### src/hdl/wrp_pkg.sv
// ----------------------------------------------------------------------------
// wrp_pkg
// Shared types and constants of the WAV RIFF header parser.
// ----------------------------------------------------------------------------
package wrp_pkg;

  localparam logic [31:0] TAG_RIFF = 32'h4646_4952;
  localparam logic [31:0] TAG_WAVE = 32'h4556_4157;
  localparam logic [31:0] TAG_FMT  = 32'h2074_6d66;
  localparam logic [31:0] TAG_DATA = 32'h6174_6164;

  localparam logic [4:0] HDR_LEN      = 5'd12;
  localparam logic [4:0] CHUNK_HDR_LEN = 5'd8;
  localparam logic [4:0] TAG_LEN      = 5'd4;
  localparam logic [4:0] FMT_BODY_LEN = 5'd16;

  localparam logic [15:0] FMT_PCM     = 16'd1;
  localparam logic [15:0] SAMPLE_BITS = 16'd16;

  localparam logic [2:0] ST_OK        = 3'd0;
  localparam logic [2:0] ST_SHORT_HDR = 3'd1;
  localparam logic [2:0] ST_BAD_RIFF  = 3'd2;
  localparam logic [2:0] ST_BAD_WAVE  = 3'd3;
  localparam logic [2:0] ST_NOT_PCM   = 3'd4;
  localparam logic [2:0] ST_NOT_16BIT = 3'd5;
  localparam logic [2:0] ST_NO_FMT    = 3'd6;
  localparam logic [2:0] ST_NO_DATA   = 3'd7;

  typedef enum logic [2:0] {
    PH_HDR,
    PH_FHDR,
    PH_FBODY,
    PH_FSKIP,
    PH_DHDR,
    PH_DSKIP,
    PH_DONE
  } phase_e;

  typedef struct packed {
    logic [7:0] data;
    logic       last;
  } beat_t;

  typedef struct packed {
    logic [2:0]  status;
    logic [15:0] channel_count;
    logic [31:0] rate_hz;
    logic [31:0] bytes_per_second;
    logic [15:0] frame_align;
    logic [31:0] payload_size;
  } result_t;

endpackage

### src/hdl/wrp_fifo.sv
// ----------------------------------------------------------------------------
// wrp_fifo
// Small register queue with push/full and pop/empty sides.
// ----------------------------------------------------------------------------
module wrp_fifo #(
  parameter int Depth = 2,
  parameter int Width = 8
) (
  input  logic             clk_i,
  input  logic             rst_ni,
  input  logic             push_i,
  input  logic [Width-1:0] data_i,
  output logic             full_o,
  input  logic             pop_i,
  output logic [Width-1:0] data_o,
  output logic             empty_o
);

  localparam int PtrW = (Depth > 1) ? $clog2(Depth) : 1;
  localparam int CntW = $clog2(Depth + 1);

  logic [Width-1:0] mem_q [Depth];
  logic [PtrW-1:0]  wr_ptr_q, wr_ptr_d, rd_ptr_q, rd_ptr_d;
  logic [CntW-1:0]  cnt_q, cnt_d;
  logic             do_push, do_pop;

  assign full_o  = (cnt_q == CntW'(Depth));
  assign empty_o = (cnt_q == '0);
  assign do_push = push_i && !full_o;
  assign do_pop  = pop_i && !empty_o;
  assign data_o  = mem_q[rd_ptr_q];

  always_comb begin
    wr_ptr_d = wr_ptr_q;
    rd_ptr_d = rd_ptr_q;
    cnt_d    = cnt_q;
    if (do_push) begin
      wr_ptr_d = (wr_ptr_q == PtrW'(Depth - 1)) ? '0 : wr_ptr_q + PtrW'(1);
    end
    if (do_pop) begin
      rd_ptr_d = (rd_ptr_q == PtrW'(Depth - 1)) ? '0 : rd_ptr_q + PtrW'(1);
    end
    if (do_push && !do_pop) begin
      cnt_d = cnt_q + CntW'(1);
    end else if (do_pop && !do_push) begin
      cnt_d = cnt_q - CntW'(1);
    end
  end

  always_ff @(posedge clk_i or negedge rst_ni) begin
    if (!rst_ni) begin
      wr_ptr_q <= '0;
      rd_ptr_q <= '0;
      cnt_q    <= '0;
    end else begin
      wr_ptr_q <= wr_ptr_d;
      rd_ptr_q <= rd_ptr_d;
      cnt_q    <= cnt_d;
    end
  end

  always_ff @(posedge clk_i) begin
    if (do_push) begin
      mem_q[wr_ptr_q] <= data_i;
    end
  end

endmodule

### src/hdl/wrp_parser.sv
// ----------------------------------------------------------------------------
// wrp_parser
// Byte-wise RIFF/WAVE chunk walker; emits at most one result per stream.
// ----------------------------------------------------------------------------
module wrp_parser (
  input  logic            clk_i,
  input  logic            rst_ni,
  input  logic            in_valid_i,
  input  wrp_pkg::beat_t  in_beat_i,
  output logic            in_pop_o,
  input  logic            res_ready_i,
  output logic            res_valid_o,
  output wrp_pkg::result_t res_o
);
  import wrp_pkg::*;

  phase_e          phase_q, phase_d;
  logic [4:0]      idx_q, idx_d;
  logic [31:0]     word_q, word_d;
  logic [31:0]     tag_q, tag_d;
  logic [32:0]     skip_q, skip_d;
  logic [15:0][7:0] fmt_q, fmt_d;

  logic        fire;
  logic [7:0]  b;
  logic [31:0] ws_sh;
  logic [4:0]  idx_inc;
  logic [32:0] skip_dec;
  logic [32:0] skip_pad;
  logic        emit;
  logic [2:0]  st;
  logic [31:0] size_e;
  logic        ok;

  assign fire     = in_valid_i && res_ready_i;
  assign in_pop_o = fire;
  assign b        = in_beat_i.data;
  assign ws_sh    = {b, word_q[31:8]};
  assign idx_inc  = idx_q + 5'd1;
  assign skip_dec = (skip_q != '0) ? skip_q - 33'd1 : skip_q;
  assign skip_pad = {1'b0, ws_sh} + {32'd0, ws_sh[0]};

  always_comb begin
    phase_d = phase_q;
    idx_d   = idx_q;
    word_d  = word_q;
    tag_d   = tag_q;
    skip_d  = skip_q;
    fmt_d   = fmt_q;
    emit    = 1'b0;
    st      = ST_OK;
    size_e  = '0;
    if (fire) begin
      unique case (phase_q)
        PH_HDR: begin
          word_d = ws_sh;
          idx_d  = idx_inc;
          if (idx_inc == TAG_LEN) tag_d = ws_sh;
          if (idx_inc >= HDR_LEN) begin
            idx_d = '0;
            if (tag_q != TAG_RIFF) begin
              emit = 1'b1;
              st   = ST_BAD_RIFF;
            end else if (ws_sh != TAG_WAVE) begin
              emit = 1'b1;
              st   = ST_BAD_WAVE;
            end else begin
              phase_d = PH_FHDR;
            end
          end
        end
        PH_FHDR, PH_DHDR: begin
          word_d = ws_sh;
          idx_d  = idx_inc;
          if (idx_inc == TAG_LEN) tag_d = ws_sh;
          if (idx_inc >= CHUNK_HDR_LEN) begin
            idx_d = '0;
            if (phase_q == PH_FHDR && tag_q == TAG_FMT) begin
              skip_d  = (ws_sh > 32'(FMT_BODY_LEN)) ?
                        {1'b0, ws_sh - 32'(FMT_BODY_LEN)} : '0;
              phase_d = PH_FBODY;
            end else if (phase_q == PH_DHDR && tag_q == TAG_DATA) begin
              emit   = 1'b1;
              st     = ST_OK;
              size_e = ws_sh;
            end else begin
              skip_d = skip_pad;
              if (skip_pad != '0) begin
                phase_d = (phase_q == PH_FHDR) ? PH_FSKIP : PH_DSKIP;
              end
            end
          end
        end
        PH_FBODY: begin
          fmt_d[idx_q[3:0]] = b;
          idx_d = idx_inc;
          if (idx_inc >= FMT_BODY_LEN) begin
            idx_d = '0;
            if ({fmt_q[1], fmt_q[0]} != FMT_PCM) begin
              emit = 1'b1;
              st   = ST_NOT_PCM;
            end else if ({b, fmt_q[14]} != SAMPLE_BITS) begin
              emit = 1'b1;
              st   = ST_NOT_16BIT;
            end else begin
              phase_d = (skip_q != '0) ? PH_DSKIP : PH_DHDR;
            end
          end
        end
        PH_FSKIP, PH_DSKIP: begin
          skip_d = skip_dec;
          if (skip_dec == '0) begin
            phase_d = (phase_q == PH_FSKIP) ? PH_FHDR : PH_DHDR;
          end
        end
        default: begin
        end
      endcase
      if (emit) phase_d = PH_DONE;
      if (in_beat_i.last) begin
        // status follows the phase reached after this beat
        if (!emit && phase_q != PH_DONE) begin
          emit = 1'b1;
          priority if (phase_d == PH_HDR) begin
            st = ST_SHORT_HDR;
          end else if (phase_d == PH_FHDR || phase_d == PH_FBODY ||
                       phase_d == PH_FSKIP) begin
            st = ST_NO_FMT;
          end else begin
            st = ST_NO_DATA;
          end
        end
        phase_d = PH_HDR;
        idx_d   = '0;
        word_d  = '0;
        tag_d   = '0;
        skip_d  = '0;
      end
    end
  end

  assign ok          = (st == ST_OK);
  assign res_valid_o = emit;

  always_comb begin
    res_o.status           = st;
    res_o.channel_count    = ok ? {fmt_q[3], fmt_q[2]} : '0;
    res_o.rate_hz          = ok ? {fmt_q[7], fmt_q[6], fmt_q[5], fmt_q[4]} : '0;
    res_o.bytes_per_second = ok ? {fmt_q[11], fmt_q[10], fmt_q[9], fmt_q[8]} : '0;
    res_o.frame_align      = ok ? {fmt_q[13], fmt_q[12]} : '0;
    res_o.payload_size     = ok ? size_e : '0;
  end

  always_ff @(posedge clk_i or negedge rst_ni) begin
    if (!rst_ni) begin
      phase_q <= PH_HDR;
      idx_q   <= '0;
      word_q  <= '0;
      tag_q   <= '0;
      skip_q  <= '0;
    end else begin
      phase_q <= phase_d;
      idx_q   <= idx_d;
      word_q  <= word_d;
      tag_q   <= tag_d;
      skip_q  <= skip_d;
    end
  end

  always_ff @(posedge clk_i) begin
    fmt_q <= fmt_d;
  end

endmodule

### src/hdl/wav_riff_header_parser_top.sv
// ----------------------------------------------------------------------------
// wav_riff_header_parser_top
// WAV header parser: byte queue in front, chunk walker behind, result queue.
// ----------------------------------------------------------------------------
//  channel  | handshake          | payload
//  ---------+--------------------+------------------------------------------
//  bytes in | push / full        | byte_in_i, stream_end_i
//  results  | empty / pop        | status_o, channel_count_o, rate_hz_o,
//           |                    | bytes_per_second_o, frame_align_o,
//           |                    | payload_size_o
//
//  One byte per cycle sustained while the result queue has room. Bytes pass
//  through the input queue before the walker takes them; a result (if any) is
//  registered into the result queue as the walker takes the byte behind it.
//  Reset empties both queues and returns the walker to the RIFF header.
//  A full result queue stalls the walker; the input queue then fills.
// ----------------------------------------------------------------------------
module wav_riff_header_parser_top #(
  parameter int InDepth  = 2,
  parameter int OutDepth = 2
) (
  input  logic        clk_i,
  input  logic        rst_ni,
  input  logic        push,
  output logic        full,
  input  logic [7:0]  byte_in_i,
  input  logic        stream_end_i,
  output logic        empty,
  input  logic        pop,
  output logic [2:0]  status_o,
  output logic [15:0] channel_count_o,
  output logic [31:0] rate_hz_o,
  output logic [31:0] bytes_per_second_o,
  output logic [15:0] frame_align_o,
  output logic [31:0] payload_size_o
);
  import wrp_pkg::*;

  beat_t   in_beat, q_beat;
  logic    q_empty, q_pop;
  result_t res, out_res;
  logic    res_valid, out_full;

  assign in_beat.data = byte_in_i;
  assign in_beat.last = stream_end_i;

  wrp_fifo #(
    .Depth(InDepth),
    .Width($bits(beat_t))
  ) u_in_q (
    .clk_i  (clk_i),
    .rst_ni (rst_ni),
    .push_i (push),
    .data_i (in_beat),
    .full_o (full),
    .pop_i  (q_pop),
    .data_o (q_beat),
    .empty_o(q_empty)
  );

  wrp_parser u_parser (
    .clk_i      (clk_i),
    .rst_ni     (rst_ni),
    .in_valid_i (!q_empty),
    .in_beat_i  (q_beat),
    .in_pop_o   (q_pop),
    .res_ready_i(!out_full),
    .res_valid_o(res_valid),
    .res_o      (res)
  );

  wrp_fifo #(
    .Depth(OutDepth),
    .Width($bits(result_t))
  ) u_out_q (
    .clk_i  (clk_i),
    .rst_ni (rst_ni),
    .push_i (res_valid),
    .data_i (res),
    .full_o (out_full),
    .pop_i  (pop),
    .data_o (out_res),
    .empty_o(empty)
  );

  assign status_o           = out_res.status;
  assign channel_count_o    = out_res.channel_count;
  assign rate_hz_o          = out_res.rate_hz;
  assign bytes_per_second_o = out_res.bytes_per_second;
  assign frame_align_o      = out_res.frame_align;
  assign payload_size_o     = out_res.payload_size;

  a_no_res_drop: assert property (@(posedge clk_i) disable iff (!rst_ni)
    res_valid |-> !out_full)
    else $error("result produced while result queue full");

  a_no_empty_pop: assert property (@(posedge clk_i) disable iff (!rst_ni)
    q_pop |-> !q_empty)
    else $error("walker took a beat from an empty queue");

  a_err_zero: assert property (@(posedge clk_i) disable iff (!rst_ni)
    (!empty && status_o != ST_OK) |-> (channel_count_o == '0 && rate_hz_o == '0 &&
      bytes_per_second_o == '0 && frame_align_o == '0 && payload_size_o == '0))
    else $error("error result carries nonzero fields");

endmodule

### config.mk
export PLATFORM = sky130hd
export DESIGN_NAME = wav_riff_header_parser_top
export DESIGN_NICKNAME = d
export VERILOG_FILES = /design/src/hdl/wrp_pkg.sv /design/src/hdl/wrp_fifo.sv /design/src/hdl/wrp_parser.sv /design/src/hdl/wav_riff_header_parser_top.sv
export SDC_FILE = /design/constraint.sdc
export NUM_CORES = 1
export LEC_CHECK = 0
export BUFFER_PORTS_ARGS = -buffer_cell sky130_fd_sc_hd__buf_2
export CAP_MARGIN = 20
export CORE_UTILIZATION = 40
export CTS_CLUSTER_SIZE = 10
export DETAILED_ROUTE_END_ITERATION = 10
export PLACE_DENSITY = 0.59
export SYNTH_ARGS = -nofsm -noshare
export SYNTH_HDL_FRONTEND = slang
export SYNTH_SLANG_ARGS = --single-unit
export TNS_END_PERCENT = 5
### constraint.sdc
create_clock -name clk_i -period 15.2 [get_ports clk_i]
set_input_delay 4.56 -clock clk_i [delete_from_list [all_inputs] [get_ports clk_i]]
set_output_delay 4.56 -clock clk_i [all_outputs]
set_load 0.05 [all_outputs]
# Word level (Yosys, flattened, before mapping)
# Memories as Yosys holds them, arrays and structs flattened.
# Cells that the tools add are included.
[word_totals]
ff_bits = 241
mem_bits_rw = 280
input_bits = 13
elab_cells = 199
mem_count = 2
[memory_table]
columns = ["name", "depth", "word_bits", "rd", "rd_clocked_by_memory_dff", "wr", "line_no", "source"]
rows = [
  ["u_out_q.mem_q", 2, 131, 1, 0, 1, "wrp_fifo.sv:22", "logic [Width-1:0] mem_q [Depth];"],
  ["u_in_q.mem_q", 2, 9, 1, 0, 1, "wrp_fifo.sv:22", ""],
]
[classes]
n_addsub = 12
magnitude_cmp = 6
eq_ne = 20
n_mux = 86
n_reduce_logical = 46
[ops]
columns = ["cell", "count"]
rows = [
  ["$mux 32", 14],
  ["$mux 33", 5],
  ["$bwmux 128", 1],
  ["$mux 3", 25],
  ["$pmux 33 s2", 1],
  ["$reduce_bool 33->1", 2],
  ["$ne 32x31->1 const B", 2],
  ["$add 32x1->33", 1],
  ["$logic_not 33->1", 1],
  ["$sub 33x1->33 const B", 1],
  ["$demux 8 s4", 1],
  ["$eq 32x30->1 const B", 1],
  ["$eq 32x31->1 const B", 1],
  ["$gt 32x5->1 const B", 1],
  ["$mux 16", 2],
  ["$sub 32x5->32 const B", 1],
  ["$mux 1", 23],
  ["$mux 5", 4],
  ["$ne 16x1->1 const B", 1],
  ["$ne 16x5->1 const B", 1],
  ["$pmux 5 s3", 1],
  ["$logic_and 1x1->1", 13],
  ["$eq 3x2->1 const B", 4],
  ["$pmux 3 s4", 1],
  ["other kinds (31)", 62],
]

# Logic depth before layout (Yosys ltp)
# An unclocked memory read counts as a cell.
[logic_depth]
word_depth = 20
depth_mapped = 13

# Hierarchy
# From an unflattened synthesis, not the netlist that was laid out.
[hier_totals]
cells_unflattened = 1862
hier_area_um2 = 23779.1
[by_module_without_submodules]
columns = ["mod", "n_inst", "cells_per_inst", "area_each_um2"]
rows = [
  ["wrp_parser", 1, 1386, 12944.9],
  ["wrp_fifo at u_out_q", 1, 427, 9980.8],
  ["wrp_fifo at u_in_q", 1, 47, 845.8],
  ["wav_riff_header_parser_top", 1, 2, 7.5],
]

# Least setup slack after synthesis
# No wires, ideal clock.
[synth_timing]
path_type = "register to register"
start = "register u_parser.phase_q[1]"
end = "memory u_out_q.mem_q[0][0] (netlist name), enable pin"
setup_ns = 0.638
arrival_time_ns = 8.005
slack_ns = 6.556
stages_incl_launch_ff = 11
path_buffers = 2
period_less_slack_ns = 8.644
path_cell_list = "dfrtp_1 clkbuf_1 nor4b_1 nor4bb_1 nor4b_1 and3_1 clkbuf_1 a211o_1 nand2_1 a21oi_1 nor2b_1"
[synth_between]
elab_chain_cells = 15
word_cells_on_any_way = 21
cone_classes = "eq/ne: 4; mux: 10; reduce/logical: 7"
[synth_rtl]
columns = ["item", "line_no", "source"]
rows = [
  ["start: declaration", "wrp_parser.sv:17", "phase_e phase_q, phase_d;"],
  ["start signal: assignment", "wrp_parser.sv:162", "phase_q <= phase_d;"],
  ["$eq 3x3->1", "wrp_parser.sv:54, wrp_parser.sv:82", ""],
  ["$logic_and 1x1->1", "wrp_parser.sv:82", "end else if (phase_q == PH_DHDR && tag_q == TAG_DATA) begin"],
  ["$mux 1", "wrp_parser.sv:82", ""],
  ["$mux 1", "wrp_parser.sv:78", "if (phase_q == PH_FHDR && tag_q == TAG_FMT) begin"],
  ["$mux 1", "wrp_parser.sv:76", "if (idx_inc >= CHUNK_HDR_LEN) begin"],
  ["$pmux 1 s3", "wrp_parser.sv:54", "unique case (phase_q)"],
  ["$mux 1", "wrp_parser.sv:53", "if (fire) begin"],
  ["$logic_not 1->1", "wrp_parser.sv:122", "if (!emit && phase_q != PH_DONE) begin"],
  ["$logic_and 1x1->1", "wrp_parser.sv:122", ""],
  ["$mux 1", "wrp_parser.sv:122", ""],
  ["$mux 1 (*)", "wrp_parser.sv:120", "if (in_beat_i.last) begin"],
  ["$mux 1 (*)", "wrp_parser.sv:53", ""],
  ["$logic_and 1x1->1 (*)", "wrp_fifo.sv:29", "assign do_push = push_i && !full_o;"],
  ["named net u_out_q.do_push", "wrp_fifo.sv:25", "logic do_push, do_pop;"],
  ["$mux 1 (*)", "wrp_fifo.sv:63", "if (do_push) begin"],
  ["$mux 1 (not written as such) (*)", "wrp_fifo.sv:64", "mem_q[wr_ptr_q] <= data_i;"],
  ["end: declaration", "wrp_fifo.sv:22", ""],
]
# The timed path passes the listed nets; every way through them passes the cells marked *. The select of a mux whose other input is x is not followed.

# Final worst setup path
[layout_timing]
start = "register u_out_q.rd_ptr_q"
end = "output rate_hz_o[0]"
[layout_between]
elab_chain_cells = 1
[layout_rtl]
columns = ["item", "line_no", "source"]
rows = [
  ["start: declaration", "wrp_fifo.sv:23", "logic [PtrW-1:0] wr_ptr_q, wr_ptr_d, rd_ptr_q, rd_ptr_d;"],
  ["start signal: assignment", "wrp_fifo.sv:57", "rd_ptr_q <= rd_ptr_d;"],
  ["$mem_v2 2x131", "--", ""],
  ["end: declaration", "wav_riff_header_parser_top.sv:32", "output logic [31:0] rate_hz_o,"],
]
# No other way between the ends.

==> run summary <==
The run finished with clean final reports. The count of nets left with antenna violations once routing finished came out at 0. Buffers added to address setup during post-CTS repair amount to 0. For this design the top-level I/O count stands at 146. The worst path needs 7.732 ns of the cycle, external delays included. The number of cell instances on the worst register-to-register path came out at 9. In this run, synthesis inferred 400 flip-flops with an integrated enable.

The tools report the number of warning messages in the yosys log as 0. Counting flops and latches in the post-synthesis netlist gives 505. In the final routed layout, each cell accounts on average for 23.01 um.

Most common cell after layout, fill and taps aside: edfxtp_1. For the count of final setup violators, the log shows 0. The library cells used most frequently in the layout, excluding fill and tap cells, are edfxtp_1 (400), buf_2 (144), nand2_1 (138). The part of the cycle the worst path needs was 50.87%.

The via count of the first global-routing pass was 15179; the power density over cell area was 239.7 mW/mm^2. The insertion delay of the later-clocked pin in the worst-skew pair was 0.65 ns. The mean instance size in the synthesized netlist came out at 12.62 um^2.

The aggregate routed wire length came out at 63300 um. In this run the worst hold path is classified as reg2reg. Hold timing on the final database bottoms out at a slack of 0.4785 ns. TritonCTS created 58 clock buffers. The clock arrives with 0.07241 ns of skew. Register-to-register setup slack: 10.42 ns.

The analysis attributes to cell leakage a power of 9.488 nW. Of all flip-flops after synthesis, the portion carrying an async set or reset was 20.79%. The first detailed-routing pass ran for 8 iterations.

The longest clock path from root to sink contains 3 buffers. For this block, the via count after detailed routing is 15769. The worst slew slack as a fraction of its limit is 28.78%. The startpoint identified for the worst hold timing path is u_parser.tag_q[23].

For this run the aggregate overflow at the end of global routing stands at 0. STA classifies the critical path startpoint as a flip-flop. The die covers 0.05846 mm^2. The net count of the finished layout is 1988. The number of antenna violations at the first check in global routing is 1. The highest attainable clock frequency was 0.1293 GHz.

TritonCTS built the clock tree. The arrival time at the worst endpoint is 3.17 ns, and the number of hold-slack violations in the final timing report is 0. 0 antenna diodes ended up in the layout. The floorplan step set the die width to 241.8 um. Yosys mapped the design onto 79 distinct sky130hd cell types. In this run the tool buffered the top-level ports with 145 buffer cells. The first global-routing pass estimated 95620 um of wire. The post-synth net total is 1849. The destination of the worst register-to-register timing path is u_out_q.mem_q[0][1].

Across every metal layer, demand over resource in global routing totals 21.28%. After clock tree synthesis, the clock-pin slew on the worst setup and hold paths is 0.06 ns. Of the cells placed in the final design, the portion with a size suffix greater than 1 is 20.75%. Setup repair after global routing left no endpoint under its margin. The tool flagged a number of max-cap violations equal to 0.

After clock tree synthesis, the flow added hold-fix buffers numbering 0. The via density per instance works out to 5.732. The slew of the pin with the lowest slew margin is 1.068 ns. Clock root buffer: clkbuf_16.

The DRC violations left was 0. The number of instances on the worst hold path is 2, and the initial cell density of the core is 40.63%. For this run, the leading register cell type out of synthesis is edfxtp_1. Row count: 87. In this run, post-CTS repair resized a total of 0 instances.

Compared with the post-synthesis result, the final layout area differs by 14.40%. The largest net degree at the start of global routing is 97, and the core footprint is 0.05660 mm^2. The H-tree level count is 2.

The area of the multi-input gates came out at 0.007830 mm^2. The sequential cell area was 0.01464 mm^2. The die boundary height is 241.8 um, and the largest voltage drop on the vdd net is 0.1555 mV.

The sequential fraction of the synthesis area came out at 63.65%. After routing, the total negative slack on setup checks comes to 0 ns. At the end of routability-driven placement, the weighted congestion stood at 0.9592.

Detailed placement ended at an HPWL of 42170 um. The layout filler cell count was 5121. The startpoint identified for the worst register-to-register timing path is u_parser.phase_q[1]. The logs give 0.02300 mm^2 for the cell area after synthesis and 0 for the count of final max-slew check failures. The start-to-end type of the worst setup path was reg2out.

The sort of element at the end of the critical path is an output pin. The tools report the number of sinks driven by the clock tree as 505. For this block, the initial DRC count from the detailed router was 1560. Counting every instance in the synthesized netlist gives 1823. For the data required time of the worst path, the log shows 10.64 ns.

The path with the worst hold slack has its endpoint at u_parser.tag_q[23]. Along the worst path, the maximum fanout reaches 71.
kinds of logic after synthesis:
| family | share of synthesized area [%] |
|---|---|
| and+or+nand+nor | 14.98 |
| muxes | 7.073 |
| xor gates and xnor gates | 1.523 |
| buffers and inverters | 2.508 |
| DFF | 63.65 |
| adders and majority gates | 0.7073 |
| AOI/OAI and AO/OA | 9.559 |
synthesized netlist by cell type (all sizes together) (13+ instances only):
cell type | number | area share [%]
xor2 | 14 | 0.53
xnor2 | 26 | 0.99
a21oi | 42 | 0.93
nor2 | 121 | 2.0
nand2 | 138 | 2.3
clkbuf | 93 | 1.5
or3 | 18 | 0.49
nor3 | 65 | 1.4
edfxtp | 400 | 52
nand4 | 28 | 0.76
mux2 | 132 | 6.5
a31oi | 22 | 0.60
and3 | 31 | 0.84
buf | 14 | 0.45
o21ai | 116 | 2.5
nand3 | 39 | 0.85
dfrtp | 105 | 11
and2 | 109 | 3.0
ha | 13 | 0.71
nor4 | 29 | 0.79
a22o | 27 | 1.0
inv | 33 | 0.54
state kept, by name (all words and copies together) (netlist names):
signal and count:
u_out_q.cnt_q 2, u_out_q.mem_q 262, u_parser.phase_q 3, u_parser.tag_q 32
u_out_q.wr_ptr_q 1, u_parser.idx_q 5, u_in_q.wr_ptr_q 1, u_parser.fmt_q 120
u_parser.skip_q 33, u_out_q.rd_ptr_q 1, u_in_q.mem_q 18, u_in_q.cnt_q 2
u_parser.word_q 24, u_in_q.rd_ptr_q 1
power by group:
group          leakage, nW  switching (mW)  internal [mW]
combinational         3.54            1.98          0.801
sequential            5.14           0.296           1.96
clock                0.811           0.539          0.729
total                 9.49            2.81           3.49
stage by stage:
step	total power, mW	cells	setup slack [ns]	cell area (um^2)	utilization [%]
after floorplan	4.257	1823	6.556	23000	-
after global placement	5.025	2654	8.143	24550	43.37
after detailed placement	5.045	2654	8.068	24550	43.37
after CTS	6.329	2747	7.414	26260	46.39
after global routing	6.606	2751	7.298	26310	46.48
final	6.306	2751	7.468	26310	46.48
final cells by class:
class / instances / share of cell area (%)
Timing Repair Buffer: 186 / 4.014
Inverter: 33 / 0.4708
Tap cell: 756 / 3.595
Clock inverter: 7 / 0.5136
Clock buffer: 86 / 5.992
Multi-Input combinational cell: 1178 / 29.76
Sequential cell: 505 / 55.65
worst max-delay path, stage by stage (launching register included):
cell     delay [ns]
dfrtp_4        1.02
buf_4          0.76
mux2_2         0.42
buf_2          0.21
routing by layer:
| layer | global-route usage [%] | vias up | share of wire (%) | routed length [um] |
|---|---|---|---|---|
| met2 | 32.37 | 630 | 45 | 28300 |
| met3 | 3.052 | 125 | 6.8 | 4276 |
| met1 | 31.11 | 7831 | 46 | 28810 |
| li1 | - | 7183 | - | - |
| met5 | 0 | - | 0 | 0 |
| met4 | 7.297 | 0 | 3.0 | 1916 |
worst max path at each step:
stage                              from                      to  slack [ns]
finish                 u_out_q.rd_ptr_q            rate_hz_o[0]        7.47
CTS                    u_out_q.rd_ptr_q   bytes_per_second_o[7]        7.41
global placement       u_out_q.rd_ptr_q  bytes_per_second_o[24]        8.14
floorplan           u_parser.phase_q[1]     u_out_q.mem_q[0][0]        6.56
detailed placement     u_out_q.rd_ptr_q   bytes_per_second_o[7]        8.07
global route           u_out_q.rd_ptr_q  bytes_per_second_o[18]        7.30
Power figures use the tool's default switching activity.
